==> config.mk <==
export PLATFORM = sky130hd
export DESIGN_NAME = gps_record_frame_encoder
export DESIGN_NICKNAME = d
export VERILOG_FILES = /design/src/sv/gre_pkg.sv /design/src/sv/gre_cell.sv /design/src/sv/gre_calc.sv /design/src/sv/gps_record_frame_encoder.sv
export SDC_FILE = /design/constraint.sdc
export NUM_CORES = 2
export LEC_CHECK = 0
export BUFFER_PORTS_ARGS = -buffer_cell sky130_fd_sc_hd__buf_2
export CORE_ASPECT_RATIO = 1.75
export CORE_UTILIZATION = 69
export CTS_CLUSTER_SIZE = 14
export DETAILED_ROUTE_END_ITERATION = 10
export PLACE_DENSITY = 0.93
export SYNTH_ARGS = -nofsm -noshare
export SYNTH_HDL_FRONTEND = slang
export SYNTH_SLANG_ARGS = --single-unit
==> constraint.sdc <==
create_clock -name clk_i -period 20.4 [get_ports clk_i]
set_clock_uncertainty 0.15 [all_clocks]
set_input_delay 2.04 -clock clk_i [delete_from_list [all_inputs] [get_ports clk_i]]
set_output_delay 2.04 -clock clk_i [all_outputs]
set_load 0.01 [all_outputs]
==> src/sv/gre_pkg.sv <==
`default_nettype none

package gre_pkg;

  // Frame geometry.
  localparam int unsigned FrameLen  = 39;
  localparam int unsigned CsumSpan  = 34;
  localparam int unsigned HeaderLen = 6;
  localparam int unsigned CntW      = $clog2(FrameLen);

  // Fixed frame bytes.
  localparam logic [7:0] Header [HeaderLen] = '{8'h2B, 8'h52, 8'h52, 8'h43, 8'h42, 8'h7E};
  localparam logic [7:0] FrameLenByte = 8'd26;
  localparam logic [7:0] StarByte     = 8'h2A;
  localparam logic [7:0] CrByte       = 8'h0D;
  localparam logic [7:0] LfByte       = 8'h0A;

  // Flag bits.
  localparam logic [7:0] FlagValid  = 8'h80;
  localparam logic [7:0] FlagCourse = 8'h40;
  localparam logic [7:0] FlagEast   = 8'h20;
  localparam logic [7:0] FlagNorth  = 8'h10;

  // Speed scaling to knots: (speed * KnotMul) >> 24.
  localparam logic [19:0] KnotMul = 20'd905897;

  // 10^7 = 2^7 * 78125. Quotient of a 25-bit value by 78125 is
  // (x * DegMagic) >> 42, exact for every 25-bit x.
  localparam logic [16:0] DegLow   = 17'd78125;
  localparam logic [25:0] DegMagic = 26'd56294996;

  // Milli-minutes: rem * 6 / 1000 = ((rem * 3) >> 2) / 125, and the
  // division by 125 of a 23-bit value is (y * MinMagic) >> 30, exact.
  localparam logic [23:0] MinMagic = 24'd8589935;

  // One input record.
  typedef struct packed {
    logic [31:0] rec_time;
    logic [30:0] lat;
    logic [31:0] lon;
    logic [8:0]  cog;
    logic [15:0] spd;
  } rec_t;

  // Working set of the arithmetic pipeline. The a and b fields change
  // meaning from stage to stage as the division steps advance.
  typedef struct packed {
    logic        nz;
    logic [7:0]  flags;
    logic [7:0]  cog8;
    logic [15:0] spd;
    logic [7:0]  knots;
    logic [31:0] rec_time;
    logic [31:0] lon_a;
    logic [31:0] lat_a;
    logic [25:0] lon_b;
    logic [25:0] lat_b;
    logic [7:0]  lon_deg;
    logic [7:0]  lat_deg;
  } work_t;

  // One byte cell of the output chain.
  typedef struct packed {
    logic       valid;
    logic       last;
    logic [7:0] data;
  } cell_t;

  // Uppercase ASCII hex digit.
  function automatic logic [7:0] hex_digit(input logic [3:0] n);
    logic [7:0] base;
    base = (n > 4'd9) ? 8'd55 : 8'd48;
    return {4'h0, n} + base;
  endfunction

endpackage

`default_nettype wire

==> src/sv/gre_cell.sv <==
`default_nettype none

module gre_cell (
  input  wire logic           clk_i,
  input  wire logic           rst_ni,
  input  wire logic           load_i,
  input  wire gre_pkg::cell_t load_cell_i,
  input  wire gre_pkg::cell_t next_i,
  output gre_pkg::cell_t      cell_o
);

  logic       valid_q, valid_d;
  logic       last_q, last_d;
  logic [7:0] data_q, data_d;

  // Take a fresh frame byte on load, otherwise the neighbor's contents.
  always_comb begin
    if (load_i) begin
      valid_d = load_cell_i.valid;
      last_d  = load_cell_i.last;
      data_d  = load_cell_i.data;
    end else begin
      valid_d = next_i.valid;
      last_d  = next_i.last;
      data_d  = next_i.data;
    end
  end

  always_ff @(posedge clk_i or negedge rst_ni) begin
    if (!rst_ni) begin
      valid_q <= 1'b0;
    end else begin
      valid_q <= valid_d;
    end
  end

  always_ff @(posedge clk_i) begin
    last_q <= last_d;
    data_q <= data_d;
  end

  assign cell_o = '{valid: valid_q, last: last_q, data: data_q};

endmodule

`default_nettype wire

==> src/sv/gre_calc.sv <==
`default_nettype none

module gre_calc (
  input  wire logic           clk_i,
  input  wire logic           rst_ni,
  input  wire logic           in_valid_i,
  input  wire gre_pkg::rec_t  rec_i,
  output logic                out_valid_o,
  output gre_pkg::work_t      out_o
);

  localparam int unsigned Stages = 7;

  logic [Stages-1:0] vld_q;
  gre_pkg::rec_t     rec_q;
  gre_pkg::work_t    s1_q, s1_d, s2_q, s2_d, s3_q, s3_d;
  gre_pkg::work_t    s4_q, s4_d, s5_q, s5_d, s6_q, s6_d;

  // Valid bits travel alongside the data.
  always_ff @(posedge clk_i or negedge rst_ni) begin
    if (!rst_ni) begin
      vld_q <= '0;
    end else begin
      vld_q <= {vld_q[Stages-2:0], in_valid_i};
    end
  end

  // Stage 1: magnitudes, flags and speed in knots.
  always_comb begin
    logic [31:0] lat_ext;
    logic [35:0] kn_full;
    lat_ext = {rec_q.lat[30], rec_q.lat};
    kn_full = 36'(rec_q.spd) * 36'(gre_pkg::KnotMul);
    s1_d          = '0;
    s1_d.nz       = (rec_q.lat != '0) && (rec_q.lon != '0);
    s1_d.flags    = gre_pkg::FlagValid
                  | (rec_q.cog[8]  ? gre_pkg::FlagCourse : 8'h00)
                  | (!rec_q.lon[31] ? gre_pkg::FlagEast  : 8'h00)
                  | (!rec_q.lat[30] ? gre_pkg::FlagNorth : 8'h00);
    s1_d.cog8     = rec_q.cog[7:0];
    s1_d.spd      = rec_q.spd;
    s1_d.knots    = (kn_full[35:32] != 4'h0) ? 8'hFF : kn_full[31:24];
    s1_d.rec_time = rec_q.rec_time;
    s1_d.lon_a    = rec_q.lon[31] ? (32'd0 - rec_q.lon) : rec_q.lon;
    s1_d.lat_a    = lat_ext[31] ? (32'd0 - lat_ext) : lat_ext;
  end

  // Stage 2: degrees as the quotient of the magnitude by 10^7.
  always_comb begin
    logic [50:0] lon_p, lat_p;
    lon_p = 51'(s1_q.lon_a[31:7]) * 51'(gre_pkg::DegMagic);
    lat_p = 51'(s1_q.lat_a[31:7]) * 51'(gre_pkg::DegMagic);
    s2_d         = s1_q;
    s2_d.lon_b   = 26'(lon_p[50:42]);
    s2_d.lat_b   = 26'(lat_p[50:42]);
    s2_d.lon_deg = lon_p[49:42];
    s2_d.lat_deg = lat_p[49:42];
  end

  // Stage 3: quotient times the odd part of 10^7.
  always_comb begin
    s3_d       = s2_q;
    s3_d.lon_b = 26'(s2_q.lon_b[8:0] * 26'(gre_pkg::DegLow));
    s3_d.lat_b = 26'(s2_q.lat_b[8:0] * 26'(gre_pkg::DegLow));
  end

  // Stage 4: remainder of the magnitude modulo 10^7.
  always_comb begin
    logic [24:0] lon_r, lat_r;
    lon_r      = s3_q.lon_a[31:7] - s3_q.lon_b[24:0];
    lat_r      = s3_q.lat_a[31:7] - s3_q.lat_b[24:0];
    s4_d       = s3_q;
    s4_d.lon_a = {8'h00, lon_r[16:0], s3_q.lon_a[6:0]};
    s4_d.lat_a = {8'h00, lat_r[16:0], s3_q.lat_a[6:0]};
  end

  // Stage 5: remainder times 3, divided by 4.
  always_comb begin
    logic [24:0] lon_t, lat_t;
    lon_t      = {1'b0, s4_q.lon_a[23:0]} + {s4_q.lon_a[23:0], 1'b0};
    lat_t      = {1'b0, s4_q.lat_a[23:0]} + {s4_q.lat_a[23:0], 1'b0};
    s5_d       = s4_q;
    s5_d.lon_a = {9'h000, lon_t[24:2]};
    s5_d.lat_a = {9'h000, lat_t[24:2]};
  end

  // Stage 6: divide by 125 to get milli-minutes.
  always_comb begin
    logic [46:0] lon_m, lat_m;
    lon_m      = 47'(s5_q.lon_a[22:0]) * 47'(gre_pkg::MinMagic);
    lat_m      = 47'(s5_q.lat_a[22:0]) * 47'(gre_pkg::MinMagic);
    s6_d       = s5_q;
    s6_d.lon_a = {16'h0000, lon_m[45:30]};
    s6_d.lat_a = {16'h0000, lat_m[45:30]};
  end

  always_ff @(posedge clk_i) begin
    if (in_valid_i) begin
      rec_q <= rec_i;
    end
    s1_q <= s1_d;
    s2_q <= s2_d;
    s3_q <= s3_d;
    s4_q <= s4_d;
    s5_q <= s5_d;
    s6_q <= s6_d;
  end

  assign out_valid_o = vld_q[Stages-1];
  assign out_o       = s6_q;

endmodule

`default_nettype wire

==> src/sv/gps_record_frame_encoder.sv <==
`default_nettype none

// GPS record frame encoder.
// A record is requested by raising start while busy is low; the record
// fields are sampled at that clock edge. The block answers with a 39-byte
// telemetry frame, one byte per cycle on frame_byte_o, each marked by
// result_strobe_o for exactly one cycle. last_byte_o is high with the final
// LF byte. The receiver cannot stall; bytes leave in consecutive cycles.
// Path: each record passes a seven-stage arithmetic pipeline (magnitudes,
// two reciprocal divisions and their remainders) and is then loaded into a
// row of 39 byte cells that shifts one byte toward the output each cycle.
// The byte-wide output paces the records: a new record is accepted only
// while busy is low. busy stays high after a request while the frame
// counter runs down, so the next record enters while the previous frame
// is still shifting out.
// The station number is written through the cfg channel (always ready) and
// must only change while no frame is pending.
// Reset clears the station number, the busy counter and all valid bits.

module gps_record_frame_encoder (
  input  wire logic        clk_i,
  input  wire logic        rst_ni,
  input  wire logic        start,
  output logic             busy,
  input  wire logic [31:0] record_time_i,
  input  wire logic [30:0] latitude_i,
  input  wire logic [31:0] longitude_i,
  input  wire logic [8:0]  course_i,
  input  wire logic [15:0] speed_i,
  input  wire logic        cfg_valid_i,
  output logic             cfg_ready_o,
  input  wire logic [15:0] cfg_station_number_i,
  output logic             result_strobe_o,
  output logic [7:0]       frame_byte_o,
  output logic             last_byte_o
);

  localparam int unsigned N = gre_pkg::FrameLen;

  logic [15:0]              station_q;
  logic [gre_pkg::CntW-1:0] cnt_q, cnt_d;
  logic                     req;
  gre_pkg::rec_t            rec;
  logic                     ld_valid;
  gre_pkg::work_t           work;
  logic [7:0]               fb [N];
  gre_pkg::cell_t           load_cell [N];
  gre_pkg::cell_t           chain [N+1];

  // Configuration register.
  assign cfg_ready_o = 1'b1;

  always_ff @(posedge clk_i or negedge rst_ni) begin
    if (!rst_ni) begin
      station_q <= '0;
    end else if (cfg_valid_i && cfg_ready_o) begin
      station_q <= cfg_station_number_i;
    end
  end

  // Request pacing: busy holds off requests until the frame counter runs out.
  assign req  = start && !busy;
  assign busy = (cnt_q != '0);

  always_comb begin
    cnt_d = cnt_q;
    if (req) begin
      cnt_d = gre_pkg::CntW'(N - 1);
    end else if (cnt_q != '0) begin
      cnt_d = cnt_q - 1'b1;
    end
  end

  always_ff @(posedge clk_i or negedge rst_ni) begin
    if (!rst_ni) begin
      cnt_q <= '0;
    end else begin
      cnt_q <= cnt_d;
    end
  end

  // Arithmetic pipeline.
  assign rec = '{rec_time: record_time_i, lat: latitude_i, lon: longitude_i,
                 cog: course_i, spd: speed_i};

  gre_calc u_calc (
    .clk_i       (clk_i),
    .rst_ni      (rst_ni),
    .in_valid_i  (req),
    .rec_i       (rec),
    .out_valid_o (ld_valid),
    .out_o       (work)
  );

  // Frame assembly with checksum over the leading bytes.
  always_comb begin
    logic [7:0] cs;
    for (int i = 0; i < N; i++) begin
      fb[i] = 8'h00;
    end
    for (int i = 0; i < gre_pkg::HeaderLen; i++) begin
      fb[i] = gre_pkg::Header[i];
    end
    fb[6]  = gre_pkg::FrameLenByte;
    fb[8]  = station_q[7:0];
    fb[9]  = station_q[15:8];
    fb[10] = work.rec_time[7:0];
    fb[11] = work.rec_time[15:8];
    fb[12] = work.rec_time[23:16];
    fb[13] = work.rec_time[31:24];
    if (work.nz) begin
      fb[14] = work.flags;
      fb[16] = work.lon_deg;
      fb[17] = work.lat_deg;
      fb[18] = work.lon_a[7:0];
      fb[19] = work.lon_a[15:8];
      fb[20] = work.lat_a[7:0];
      fb[21] = work.lat_a[15:8];
      fb[22] = work.knots;
      fb[23] = work.cog8;
    end
    cs = 8'h00;
    for (int i = 0; i < gre_pkg::CsumSpan; i++) begin
      cs = cs ^ fb[i];
    end
    fb[34] = gre_pkg::StarByte;
    fb[35] = gre_pkg::hex_digit(cs[7:4]);
    fb[36] = gre_pkg::hex_digit(cs[3:0]);
    fb[37] = gre_pkg::CrByte;
    fb[38] = gre_pkg::LfByte;
  end

  // Row of byte cells shifting toward cell 0.
  assign chain[N] = '0;

  for (genvar g = 0; g < N; g++) begin : g_cell
    assign load_cell[g] = '{valid: 1'b1, last: (g == N - 1), data: fb[g]};

    gre_cell u_cell (
      .clk_i       (clk_i),
      .rst_ni      (rst_ni),
      .load_i      (ld_valid),
      .load_cell_i (load_cell[g]),
      .next_i      (chain[g+1]),
      .cell_o      (chain[g])
    );
  end

  assign result_strobe_o = chain[0].valid;
  assign frame_byte_o    = chain[0].data;
  assign last_byte_o     = chain[0].valid && chain[0].last;

  // A new frame only loads when the previous one is down to its last byte.
  a_load_clear: assert property (@(posedge clk_i) disable iff (!rst_ni)
    ld_valid |-> !chain[1].valid)
    else $error("frame loaded over an unfinished frame");

  // A request is always followed by a busy period.
  a_busy_after_req: assert property (@(posedge clk_i) disable iff (!rst_ni)
    req |=> busy)
    else $error("busy not raised after request");

  // A byte that is not the last of its frame is always followed by another byte.
  a_last_then: assert property (@(posedge clk_i) disable iff (!rst_ni)
    (result_strobe_o && !last_byte_o) |=> result_strobe_o)
    else $error("frame interrupted before its last byte");

endmodule

`default_nettype wire
==> results.toml <==
[outcome]
status = "completed"

[synth]
synthArstFlopShare = 0.05565
synth_top_area_cell = "fa_1"
synth_top_area_share = 0.2645
synth.avg_cell_area_sq_um = 11.40
seq_area_frac_synth = 0.3199
synth.distinct_cells = 70
netlist_area_sq_mm = 0.08130
synth-main-ff-cell = "dfxtp_1"
syn-num-nets = 9571
synth_enable_flop_cells = 120
ys_seq_elements = 1222
synth.area.top_cells = "fa_1 26%, dfxtp_1 25%, ha_1 19%"
yosys_warnings = 0
synthCells = 7130

[placement]
dpl.hpwl_um = 159800
place_area_sq_mm = 0.08374
gp_congestion = 1.010
io_buffers = 150

[layout]
n_fill_cell = 7460
final_cell_mix = "1749 x inv_1, 1227 x ha_1, 1074 x fa_1"
areaGrowthSynthToFinish_pct = 7.173
nets = 9769
final_common_cell = "inv_1"
fin_area_sq_mm = 0.08713
drive_above_1_share = 0.06159

[worst_setup_path]
crit_path_end_kind = "flop"
r2r_slack_ps = 12300
path_class = "reg -> reg"
cp_max_fo = 12
crit_required_ps = 20900
worstSetupStartpointType = "flop"
crit_arrival_ps = 8590

[hold_path]
hp-class = "reg -> reg"

[die]
core_sq_mm = 0.1169
dieArea_sq_mm = 0.1193
ios = 152
die_y_um = 456.1
fp.dieW_um = 261.5
rows = 166
initial_core_util = 0.6953

[clock_network]
ctsRootBufferMaster = "clkbuf_16"
cts_sinks = 1222
cts_inserted_buffers = 105
cts_tree = "built"
clockBufferDepth = 3
cts_resized = 0
clkTransAtPathRegs_ps = 70
postCtsHoldBufs = 0
cts.htree.levels = 3
clkLatencyLatePin_ps = 760
post_cts_buffers = 0

[global_route]
grt_usage = 0.3394
antenna_found_initial = 8
grt-ovfl-total = 0
grt_pass1_vias = 57000
grt_pass1_wl_um = 302400
grt_max_degree = 98

[sta]
setup_tns_ps = 0
rsz0062_at_grt = "false"
timing.slew.headroom = 0.1297
finalSetupViolations = 0
hold_violations = 0
fmax_mhz = 123.5
tightest_slew_ps = 1292
period_needed_ps = 8098
fin_hold_ws_ps = 133.2
period_share = 0.3970
slew_violations = 0

[routing]
ant_nets = 0
drcViolationCount = 0
dr.pass1.iters = 5
wire_per_inst_um = 21.70
vias_per_cell = 5.565
route.vias.total = 49640
drt-total-wl_um = 193600
drt_first_iter_violations = 2567

[job]
maxCapViolCount = 0
[layout make-up]
type / count / area (sq um) / share of cell area
Sequential cell: 1222 / 26010 / 0.2985
Clock inverter: 25 / 467.9 / 0.005370
Multi-Input combinational cell: 4089 / 48440 / 0.5559
Inverter: 1749 / 6565 / 0.07534
Timing Repair Buffer: 161 / 833.3 / 0.009563
Tap cell: 1512 / 1892 / 0.02171
Clock buffer: 158 / 2917 / 0.03347
Antenna cell: 5 / 12.51 / 0.0001436
[state kept, by name, indices dropped and copies added (netlist names)]
name	flops
cnt_q	6
u_calc.out_o	100
g_cell.u_cell.data_q	287
u_calc.s1_q	116
u_calc.s4_q	116
u_calc.s3_q	146
u_calc.s2_q	118
station_q	16
u_calc.vld_q	7
g_cell.u_cell.last_q	37
u_calc.s5_q	114
u_calc.rec_q	120
g_cell.u_cell.valid_q	39
[logic make-up (layout without fill, tap and decap cells)]
group | Yosys count | after routing | share of synthesized area
DFF | 1222 | 1222 | 0.3199
xor gates and xnor gates | 321 | 321 | 0.03458
adders and majority gates | 2301 | 2301 | 0.4533
AOI/OAI and AO/OA | 579 | 579 | 0.04525
other | 2 | 7 | 0.00009237
muxes | 72 | 72 | 0.009911
buffers and inverters | 1819 | 2093 | 0.08440
and+or+nand+nor | 814 | 814 | 0.05263
[critical path, cell delays in order (launching register included)]
cell and delay [ps]:
dfxtp_1 850, ha_1 330, xor2_1 360, ha_1 350, fa_1 550, fa_1 440
fa_1 510, fa_1 650, inv_1 100, fa_1 510, inv_1 50, ha_1 330
nor4_1 710, nand2_1 110, a21oi_1 390, o22ai_1 270, o21ai_0 430, a21oi_1 170
or3_1 410, a21oi_1 220, xnor2_1 130
[path summary, 6_finish.rpt]
kind	startpoint	endpoint	cells past startpoint
worst max register to register	u_calc.s1_q[107]	u_calc.s2_q[49]	20
worst min-delay path	u_calc.s4_q[202]	u_calc.s5_q[202]	0
min in group asynchronous	rst_ni	u_calc.vld_q[3]	2
max in group asynchronous	rst_ni	u_calc.vld_q[6]	2
worst min register to register	u_calc.s4_q[202]	u_calc.s5_q[202]	0
worst max-delay path	u_calc.s1_q[107]	u_calc.s2_q[49]	20
[cells in the mapped netlist (9+ instances only)]
cell,n
xor2_1,54
fa_1,1074
a21boi_0,17
buf_1,9
or3_1,19
or2_2,75
buf_4,9
a21o_1,71
o21ai_0,177
dfxtp_1,1034
nor4_1,13
mux2_2,68
dfrtp_1,68
clkbuf_1,52
nand4_1,20
o2111ai_1,10
o21a_1,35
nand3_1,70
a21oi_1,137
nor2b_1,194
inv_1,1749
a211o_1,11
and3_1,19
nor2_1,132
nor3_1,40
o31ai_1,21
a211oi_1,18
and2_1,11
o41ai_1,17
ha_1,1227
nand2b_1,26
xnor2_1,267
nand2_1,168
or4_1,9
edfxtp_1,120
[metrics by stage]
step | cells | util | setup slack, ps
6_report | 8921 | 0.7451 | 12300
5_1_grt | 8917 | 0.7451 | 12200
4_1_cts | 8916 | 0.7450 | 12520
3_5_place_dp | 8733 | 0.7161 | 12640
3_3_place_gp | 8733 | 0.7161 | 12740
2_1_floorplan | 7130 | - | 13960
[layer usage]
layer  GRT usage  vias to the layer above  part of all wire
li1            -                    22590                 -
met1      0.3269                    24730              0.32
met2      0.6296                     1508              0.54
met3     0.04468                      812             0.038
met4      0.2791                        4             0.097
met5           0                        -           0.00012
Power is left out: the tool's default activity adds up to more than one toggle a clock period on the data nets, which glitch-free logic cannot reach.
